$ cat config.mk
export PLATFORM = sky130hd
export DESIGN_NAME = keypad_matrix_debounce_scanner
export DESIGN_NICKNAME = d
export VERILOG_FILES = /design/src/rtl/kmd_pkg.sv /design/src/rtl/kmd_ctrl.sv /design/src/rtl/kmd_dpath.sv /design/src/rtl/keypad_matrix_debounce_scanner.sv
export SDC_FILE = /design/constraint.sdc
export NUM_CORES = 1
export LEC_CHECK = 0
export BUFFER_PORTS_ARGS = -buffer_cell sky130_fd_sc_hd__buf_4
export CORE_MARGIN = 3
export CORE_UTILIZATION = 35
export DETAILED_ROUTE_END_ITERATION = 10
export GPL_ROUTABILITY_DRIVEN = 0
export GPL_TIMING_DRIVEN = 0
export PLACE_DENSITY_LB_ADDON = 0.08
export SLEW_MARGIN = 10
export SYNTH_ARGS = -nofsm -noshare
export SYNTH_HDL_FRONTEND = slang
export SYNTH_HIERARCHICAL = 1
export SYNTH_SLANG_ARGS = --single-unit
$ cat constraint.sdc
create_clock -name clk -period 10.1 [get_ports clk]
set_input_delay 0.505 -clock clk [delete_from_list [all_inputs] [get_ports clk]]
set_output_delay 0.505 -clock clk [all_outputs]
set_load 0.02 [all_outputs]
$ cat src/rtl/kmd_pkg.sv
// Package for the keypad matrix debounce scanner.
// Holds the default sizes, the counter width, and the command and status
// structs passed between the controller and the datapath. No dependencies.
package kmd_pkg;

  // Default matrix size.
  localparam int NUM_COLUMNS_DEF = 6;
  localparam int NUM_ROWS_DEF    = 6;

  // Debounce counter width and the limit loaded at reset.
  localparam int             CNT_W     = 8;
  localparam logic [CNT_W-1:0] LIMIT_RST = 8'd5;

  // Commands from the controller to the datapath.
  typedef struct packed {
    logic accept;      // Store a beat's row levels and advance the column pointer.
    logic rd;          // Read the counter of the selected key.
    logic commit;      // Write back the updated counter and debounced state.
    logic emit_pend;   // Move the pending press into the result register.
    logic emit_final;  // Load the closing result of the tick.
  } cmd_t;

  // Status from the datapath to the controller.
  typedef struct packed {
    logic rise;        // The selected key's debounced state rises on update.
    logic pend_vld;    // A press is waiting to be emitted.
    logic out_free;    // The result register can take a new beat this cycle.
  } sts_t;

endpackage

$ cat src/rtl/kmd_ctrl.sv
// Controller of the keypad matrix debounce scanner.
// Walks all keys one at a time and sequences reads, updates and result beats.
// Depends on kmd_pkg.
module kmd_ctrl #(
  parameter int NUM_COLUMNS = kmd_pkg::NUM_COLUMNS_DEF,
  parameter int NUM_ROWS    = kmd_pkg::NUM_ROWS_DEF,
  localparam int NK = NUM_COLUMNS * NUM_ROWS,
  localparam int CW = (NUM_COLUMNS > 1) ? $clog2(NUM_COLUMNS) : 1,
  localparam int RW = (NUM_ROWS > 1) ? $clog2(NUM_ROWS) : 1,
  localparam int KW = (NK > 1) ? $clog2(NK) : 1
) (
  input  logic           clk,
  input  logic           rst_n,
  input  logic           in_valid,
  output logic           in_stall,
  input  kmd_pkg::sts_t  sts,
  output kmd_pkg::cmd_t  cmd,
  output logic [CW-1:0]  key_col,
  output logic [RW-1:0]  key_row,
  output logic [KW-1:0]  key_idx
);

  typedef enum logic [1:0] {
    S_IDLE,
    S_READ,
    S_UPD,
    S_FIN
  } state_t;

  state_t        state_r, state_nxt;
  logic [CW-1:0] col_r, col_nxt;
  logic [RW-1:0] row_r, row_nxt;
  logic [KW-1:0] key_r, key_nxt;
  logic          blocked;

  assign in_stall = (state_r != S_IDLE);
  assign key_col  = col_r;
  assign key_row  = row_r;
  assign key_idx  = key_r;

  // An update that finds a new press while one is pending needs the result slot.
  assign blocked = sts.rise && sts.pend_vld && !sts.out_free;

  // Next state and commands.
  always_comb begin
    state_nxt      = state_r;
    col_nxt        = col_r;
    row_nxt        = row_r;
    key_nxt        = key_r;
    cmd            = '0;
    case (state_r)
      S_IDLE: begin
        if (in_valid) begin
          cmd.accept = 1'b1;
          col_nxt    = '0;
          row_nxt    = '0;
          key_nxt    = '0;
          state_nxt  = S_READ;
        end
      end
      S_READ: begin
        cmd.rd    = 1'b1;
        state_nxt = S_UPD;
      end
      S_UPD: begin
        if (!blocked) begin
          cmd.commit    = 1'b1;
          cmd.emit_pend = sts.rise && sts.pend_vld;
          if (key_r == KW'(NK - 1)) begin
            state_nxt = S_FIN;
          end else begin
            key_nxt = key_r + KW'(1);
            if (row_r == RW'(NUM_ROWS - 1)) begin
              row_nxt = '0;
              col_nxt = col_r + CW'(1);
            end else begin
              row_nxt = row_r + RW'(1);
            end
            state_nxt = S_READ;
          end
        end
      end
      S_FIN: begin
        if (sts.out_free) begin
          cmd.emit_final = 1'b1;
          state_nxt      = S_IDLE;
        end
      end
      default: begin
        state_nxt = S_IDLE;
      end
    endcase
  end

  // State and key indices.
  always_ff @(posedge clk) begin
    if (!rst_n) begin
      state_r <= S_IDLE;
      col_r   <= '0;
      row_r   <= '0;
      key_r   <= '0;
    end else begin
      state_r <= state_nxt;
      col_r   <= col_nxt;
      row_r   <= row_nxt;
      key_r   <= key_nxt;
    end
  end

endmodule

$ cat src/rtl/kmd_dpath.sv
// Datapath of the keypad matrix debounce scanner.
// Holds raw samples, the counter memory, debounced states, the pending press
// and the result register. Depends on kmd_pkg.
module kmd_dpath #(
  parameter int NUM_COLUMNS = kmd_pkg::NUM_COLUMNS_DEF,
  parameter int NUM_ROWS    = kmd_pkg::NUM_ROWS_DEF,
  localparam int NK = NUM_COLUMNS * NUM_ROWS,
  localparam int CW = (NUM_COLUMNS > 1) ? $clog2(NUM_COLUMNS) : 1,
  localparam int RW = (NUM_ROWS > 1) ? $clog2(NUM_ROWS) : 1,
  localparam int KW = (NK > 1) ? $clog2(NK) : 1
) (
  input  logic                      clk,
  input  logic                      rst_n,
  input  kmd_pkg::cmd_t             cmd,
  output kmd_pkg::sts_t             sts,
  input  logic [CW-1:0]             key_col,
  input  logic [RW-1:0]             key_row,
  input  logic [KW-1:0]             key_idx,
  input  logic [NUM_ROWS-1:0]       in_row_levels,
  input  logic                      cfg_we,
  input  logic [kmd_pkg::CNT_W-1:0] cfg_limit,
  output logic                      out_valid,
  input  logic                      out_stall,
  output logic [CW-1:0]             out_next_column,
  output logic                      out_press_valid,
  output logic [CW-1:0]             out_press_column,
  output logic [RW-1:0]             out_press_row,
  output logic                      out_last
);

  localparam int CNT_W = kmd_pkg::CNT_W;

  // Configuration and column pointer.
  logic [CNT_W-1:0]    lim_r;
  logic [CW-1:0]       ptr_r, ptr_inc;

  // Key storage.
  logic [NUM_ROWS-1:0] raw_r [NUM_COLUMNS];
  logic [CNT_W-1:0]    cnt_mem [NK];
  logic [NK-1:0]       cnt_vld_r;
  logic [NK-1:0]       deb_r;
  logic [CNT_W-1:0]    rd_cnt_r;
  logic                rd_vld_r;
  logic                deb_old_r;

  // Update logic.
  logic [CNT_W-1:0]    cur_cnt, new_cnt;
  logic                samp, deb_old, deb_new;

  // Pending press and result register.
  logic                pend_vld_r;
  logic [CW-1:0]       pend_col_r;
  logic [RW-1:0]       pend_row_r;
  logic                out_valid_r;
  logic [CW-1:0]       out_next_col_r;
  logic                out_press_vld_r;
  logic [CW-1:0]       out_col_r;
  logic [RW-1:0]       out_row_r;
  logic                out_last_r;
  logic                out_free;

  // The pointer steps through the columns and wraps.
  assign ptr_inc = (ptr_r == CW'(NUM_COLUMNS - 1)) ? '0 : ptr_r + CW'(1);

  // Saturating up/down count; a never-written counter reads as zero.
  always_comb begin
    cur_cnt = rd_vld_r ? rd_cnt_r : '0;
    samp    = raw_r[key_col][key_row];
    deb_old = deb_old_r;
    if (samp) begin
      new_cnt = (cur_cnt >= lim_r) ? lim_r : cur_cnt + CNT_W'(1);
    end else begin
      new_cnt = (cur_cnt == '0) ? '0 : cur_cnt - CNT_W'(1);
    end
    // Clearing at zero wins over setting at the limit.
    if (new_cnt == '0) begin
      deb_new = 1'b0;
    end else if (new_cnt == lim_r) begin
      deb_new = 1'b1;
    end else begin
      deb_new = deb_old;
    end
  end

  assign out_free     = !out_valid_r || !out_stall;
  assign sts.rise     = deb_new && !deb_old;
  assign sts.pend_vld = pend_vld_r;
  assign sts.out_free = out_free;

  // Counter memory with registered read.
  always_ff @(posedge clk) begin
    if (cmd.rd) begin
      rd_cnt_r <= cnt_mem[key_idx];
    end
    if (cmd.commit) begin
      cnt_mem[key_idx] <= new_cnt;
    end
  end

  // Raw samples of each column.
  always_ff @(posedge clk) begin
    if (!rst_n) begin
      for (int c = 0; c < NUM_COLUMNS; c++) begin
        raw_r[c] <= '0;
      end
    end else if (cmd.accept) begin
      raw_r[ptr_inc] <= in_row_levels;
    end
  end

  // Control state: limit, pointer, valid and debounced bits, pending press.
  // The selected key's valid and debounced bits are read in the same cycle
  // as its counter.
  always_ff @(posedge clk) begin
    if (!rst_n) begin
      lim_r      <= kmd_pkg::LIMIT_RST;
      ptr_r      <= '0;
      cnt_vld_r  <= '0;
      deb_r      <= '0;
      rd_vld_r   <= 1'b0;
      deb_old_r  <= 1'b0;
      pend_vld_r <= 1'b0;
    end else begin
      if (cfg_we) begin
        lim_r <= cfg_limit;
      end
      if (cmd.accept) begin
        ptr_r <= ptr_inc;
      end
      if (cmd.rd) begin
        rd_vld_r  <= cnt_vld_r[key_idx];
        deb_old_r <= deb_r[key_idx];
      end
      if (cmd.commit) begin
        cnt_vld_r[key_idx] <= 1'b1;
        deb_r[key_idx]     <= deb_new;
        if (sts.rise) begin
          pend_vld_r <= 1'b1;
        end
      end
      if (cmd.emit_final) begin
        pend_vld_r <= 1'b0;
      end
    end
  end

  // Pending press position.
  always_ff @(posedge clk) begin
    if (cmd.commit && sts.rise) begin
      pend_col_r <= key_col;
      pend_row_r <= key_row;
    end
  end

  // Result register: a press goes out once the next one is known, so the
  // closing beat of a tick can carry the last flag.
  always_ff @(posedge clk) begin
    if (!rst_n) begin
      out_valid_r <= 1'b0;
    end else if (cmd.emit_pend || cmd.emit_final) begin
      out_valid_r <= 1'b1;
    end else if (out_free) begin
      out_valid_r <= 1'b0;
    end
  end

  always_ff @(posedge clk) begin
    if (cmd.emit_pend) begin
      out_next_col_r  <= ptr_inc;
      out_press_vld_r <= 1'b1;
      out_col_r       <= pend_col_r;
      out_row_r       <= pend_row_r;
      out_last_r      <= 1'b0;
    end else if (cmd.emit_final) begin
      out_next_col_r  <= ptr_inc;
      out_press_vld_r <= pend_vld_r;
      out_col_r       <= pend_vld_r ? pend_col_r : '0;
      out_row_r       <= pend_vld_r ? pend_row_r : '0;
      out_last_r      <= 1'b1;
    end
  end

  assign out_valid        = out_valid_r;
  assign out_next_column  = out_next_col_r;
  assign out_press_valid  = out_press_vld_r;
  assign out_press_column = out_col_r;
  assign out_press_row    = out_row_r;
  assign out_last         = out_last_r;

endmodule

$ cat src/rtl/keypad_matrix_debounce_scanner.sv
// Top level of the keypad matrix debounce scanner.
// Joins the controller and the datapath. Depends on kmd_pkg, kmd_ctrl and
// kmd_dpath.
//
//   Channel  Handshake          Beat contents
//   in       in_valid/in_stall  in_row_levels
//   out      out_valid/out_stall out_next_column, out_press_valid,
//                               out_press_column, out_press_row, out_last
//   cfg      cfg_valid/cfg_ready cfg_debounce_limit
//
// Each key's counter is read from the single-port counter memory in S_READ
// and updated in S_UPD, so the keys are walked one at a time.
// Reset clears samples and debounced states directly and marks every counter
// as unwritten through valid bits, so there is no clearing pass. Stalls on the
// result side add cycles only when a second or later press of a tick or the
// closing beat finds the result register full.
module keypad_matrix_debounce_scanner #(
  parameter int NUM_COLUMNS = kmd_pkg::NUM_COLUMNS_DEF,
  parameter int NUM_ROWS    = kmd_pkg::NUM_ROWS_DEF,
  localparam int NK = NUM_COLUMNS * NUM_ROWS,
  localparam int CW = (NUM_COLUMNS > 1) ? $clog2(NUM_COLUMNS) : 1,
  localparam int RW = (NUM_ROWS > 1) ? $clog2(NUM_ROWS) : 1,
  localparam int KW = (NK > 1) ? $clog2(NK) : 1
) (
  input  logic                      clk,
  input  logic                      rst_n,
  input  logic                      in_valid,
  output logic                      in_stall,
  input  logic [NUM_ROWS-1:0]       in_row_levels,
  output logic                      out_valid,
  input  logic                      out_stall,
  output logic [CW-1:0]             out_next_column,
  output logic                      out_press_valid,
  output logic [CW-1:0]             out_press_column,
  output logic [RW-1:0]             out_press_row,
  output logic                      out_last,
  input  logic                      cfg_valid,
  output logic                      cfg_ready,
  input  logic [kmd_pkg::CNT_W-1:0] cfg_debounce_limit
);

  kmd_pkg::cmd_t cmd;
  kmd_pkg::sts_t sts;
  logic [CW-1:0] key_col;
  logic [RW-1:0] key_row;
  logic [KW-1:0] key_idx;

  // The limit register takes a write in any cycle.
  assign cfg_ready = 1'b1;

  kmd_ctrl #(
    .NUM_COLUMNS (NUM_COLUMNS),
    .NUM_ROWS    (NUM_ROWS)
  ) u_ctrl (
    .clk      (clk),
    .rst_n    (rst_n),
    .in_valid (in_valid),
    .in_stall (in_stall),
    .sts      (sts),
    .cmd      (cmd),
    .key_col  (key_col),
    .key_row  (key_row),
    .key_idx  (key_idx)
  );

  kmd_dpath #(
    .NUM_COLUMNS (NUM_COLUMNS),
    .NUM_ROWS    (NUM_ROWS)
  ) u_dpath (
    .clk              (clk),
    .rst_n            (rst_n),
    .cmd              (cmd),
    .sts              (sts),
    .key_col          (key_col),
    .key_row          (key_row),
    .key_idx          (key_idx),
    .in_row_levels    (in_row_levels),
    .cfg_we           (cfg_valid && cfg_ready),
    .cfg_limit        (cfg_debounce_limit),
    .out_valid        (out_valid),
    .out_stall        (out_stall),
    .out_next_column  (out_next_column),
    .out_press_valid  (out_press_valid),
    .out_press_column (out_press_column),
    .out_press_row    (out_press_row),
    .out_last         (out_last)
  );

endmodule

==> impl_metrics.tcl <==
set metrics [dict create \
    dr_total_vias 12484 \
    crit_top_cell "clkbuf_1" \
    regArea_um2 12800 \
    ant_nets 0 \
    cp-end-kind "register" \
    route.detailed.drc 0 \
    period_share_pct 66.1 \
    clock.fmax_mhz 150 \
    power_uw 4110 \
    hpwl_um 39000 \
    drive_gt1_share_pct 11.5 \
    startpoint_type "register" \
    synthArstFlopShare_pct 0 \
    cts_setup_buffers 0 \
    cts_root_buf "clkbuf_16" \
    layout_common_cells "edfxtp_1 (359), a22oi_1 (120), nor2_1 (104)" \
    hold_path.class "input pin to register" \
    r2r_setup_slack_ns 3.42 \
    h-tree-depth 2 \
    min_period_ns 6.68 \
    syn-cell-area_um2 18900 \
    num_rows 84 \
    area_growth_pct 16.1 \
    clockBufferDepth 3 \
    drt-wirelength-per-cell_um 25.9 \
    cts_sinks 462 \
    crit_start "u_dpath/rd_vld_r" \
    clock_latency_ns 0.60 \
    yosysWarnings 6 \
    antenna_cells 0 \
    via_per_inst 5.58 \
    ir_drop_mv 0.147 \
    grt_pass1_vias 12168 \
    regToRegEndpoint "u_dpath/cnt_mem[17][3]" \
    multi_input_area_um2 5700 \
    crit_path_top_delay_cell "a211oi_1" \
    drv_slew 0 \
    path_class "register to register" \
    cp.arrival_ns 6.89 \
    tightest_slew_ns 1.24 \
    path_cells "clkbuf_1 -> nand2_1 -> ha_1 -> nor2b_1 -> o21ai_0 -> o2111ai_1 -> a21oi_1 -> a211oi_1 -> mux2i_1 -> mux2i_1 -> nor3_1 -> and3b_1 -> buf_6 -> nor2_1 -> clkbuf_1 -> clkbuf_1 -> nand2_1 -> nor2_1" \
    portBuffers 30 \
    synth-seq-cells 462 \
    hold_violations 0 \
    required_ns 10.31 \
    grt.total_usage_pct 20.3 \
    path_depth 18 \
    finalNetCount 1538 \
    routed_wl_um 58000 \
    clock_skew_ns 0.0196 \
    cellPowerDensity_nw_per_um2 187 \
    path_clk_slew_ns 0.06 \
    ys_types 74 \
    grt_max_degree 37 \
    cp_num_buf_inv 4 \
    avgSynthCellArea_um2 13.5 \
    die_w_um 239 \
    first_pass_iters 5 \
    r2r_start "u_dpath/rd_vld_r" \
    cts_tree "done" \
    worstRegToRegCells 18 \
    fillCellCount 4925 \
    die_h_um 239 \
    slew_headroom_pct 16.7 \
    start_util_pct 35.7 \
    drt-initial-drc-count 1076 \
    die-area_um2 57000 \
    p_leak_uw 0.00731 \
    antenna_found_initial 0 \
    grt_overflow 0 \
    grt_pass1_wl_um 84100 \
    synth_flop_cell "edfxtp_1" \
    core_um2 53100 \
    timing.hold.ws_ns 0.144 \
    setup_viol 0 \
    hold_buffers 0 \
    ios 33 \
    status "finished clean" \
    cp_top_family "simple AND/OR/NAND/NOR gates" \
    final_common_cell "edfxtp_1" \
    cts_made_buffers 52 \
    timing.setup.tns_ns 0 \
    ctsResizeCount 0 \
    max_cap_violations 0 \
    netlist_instances 1408 \
    rsz0062_at_grt "no" \
    crit_path_end "u_dpath/cnt_mem[17][3]" \
    cp_max_fo 10 \
    synth_edf_count 359 \
    slowest_delay_ns 1.01 \
    ys_seq_area_share_pct 67.8 \
]
-- registers in the layout (all words and copies together) (netlist names), 3 cells and up --
| register | cells |
|---|---|
| u_dpath/ptr_r | 3 |
| u_ctrl/key_row | 3 |
| u_ctrl/key_col | 3 |
| u_dpath/pend_row_r | 3 |
| u_ctrl/key_idx | 6 |
| u_dpath/out_next_column | 3 |
| u_dpath/out_press_column | 3 |
| u_dpath/deb_r | 36 |
| u_dpath/lim_r | 8 |
| u_dpath/cnt_mem | 288 |
| u_dpath/pend_col_r | 3 |
| u_dpath/cnt_vld_r | 36 |
| u_dpath/out_press_row | 3 |
| u_dpath/raw_r | 48 |
| u_dpath/rd_cnt_r | 8 |
-- Yosys cell counts (31+ instances only) --
| library cell | count | share of area (%) |
|---|---|---|
| a21oi_1 | 31 | 0.82 |
| a22oi_1 | 120 | 4.8 |
| clkbuf_1 | 73 | 1.4 |
| dfxtp_1 | 103 | 11 |
| edfxtp_1 | 359 | 57 |
| inv_1 | 38 | 0.75 |
| mux2i_1 | 58 | 3.1 |
| nand2_1 | 95 | 1.9 |
| nand3_1 | 32 | 0.85 |
| nor2_1 | 108 | 2.1 |
| o21a_1 | 33 | 1.3 |
| o21ai_0 | 40 | 1.1 |
-- where the power goes --
group | leakage [uW] | internal (uW) | switching, uW
clock network | 0.000786 | 1030 | 754
registers | 0.00420 | 2080 | 12.7
logic | 0.00232 | 73.0 | 155
total | 0.00731 | 3190 | 922
-- routing by layer --
layer,up-vias,global-route usage [%],wire [um]
li1,5654,-,-
met1,6348,28.3,26100
met2,393,32.5,26900
met3,89,3.83,3560
met4,0,5.66,1450
met5,-,0,0
-- worst register-to-register path: cells and delay by family, from the launching register on --
family | cells | cell delay [ns]
adder cells (fa/ha/maj) | 1 | 0.35
flip-flops | 1 | 0.49
multiplexers | 2 | 0.56
AND/OR/NAND/NOR | 7 | 2.16
buffers and inverters | 4 | 1.39
AO/OA/AOI/OAI | 4 | 1.35
-- how the worst min path moves through the flow --
| stage | from | to | slack, ns | depth (start not counted) |
|---|---|---|---|---|
| 2_1_floorplan | u_dpath/deb_r[13] | u_dpath/deb_r[13] | 0.43 | 2 |
| 3_3_place_gp | u_dpath/deb_r[22] | u_dpath/deb_r[22] | 0.44 | 2 |
| 3_5_place_dp | u_dpath/deb_r[31] | u_dpath/deb_r[31] | 0.45 | 2 |
| 4_1_cts | cfg_debounce_limit[0] | u_dpath/lim_r[0] | 0.11 | 3 |
| 5_1_grt | cfg_debounce_limit[0] | u_dpath/lim_r[0] | 0.13 | 3 |
| 6_report | cfg_debounce_limit[0] | u_dpath/lim_r[0] | 0.14 | 3 |
-- stage by stage --
stage / setup slack (ns) / util (%) / area [um^2] / instances
floorplan: 5.60 / - / 19000 / 1413
global placement: 2.35 / 37.8 / 20100 / 2131
detailed placement: 3.46 / 38.4 / 20400 / 2143
CTS: 3.42 / 41.4 / 22000 / 2238
global route: 2.95 / 41.4 / 22000 / 2238
finish: 3.42 / 41.4 / 22000 / 2238
-- cells by family after synthesis --
| family | Yosys count | synth area share, % |
|---|---|---|
| simple gates | 363 | 9.32 |
| flops | 462 | 67.8 |
| other cells | 2 | 0.0396 |
| xor+xnor | 16 | 0.812 |
| buf+inv | 130 | 2.89 |
| mux | 77 | 5.08 |
| compound gates | 348 | 13.4 |
| fa+ha+maj | 10 | 0.660 |
-- area by class of cell --
type	instances	share of cell area (%)
sequential	462	58.4
multi-input combinational	821	25.9
clock buffer	70	6.27
tap	688	3.91
timing repair buffer	42	2.05
buffer	91	1.83
clock inverter	25	0.984
inverter	39	0.666
(Power assumes the default switching activity.)
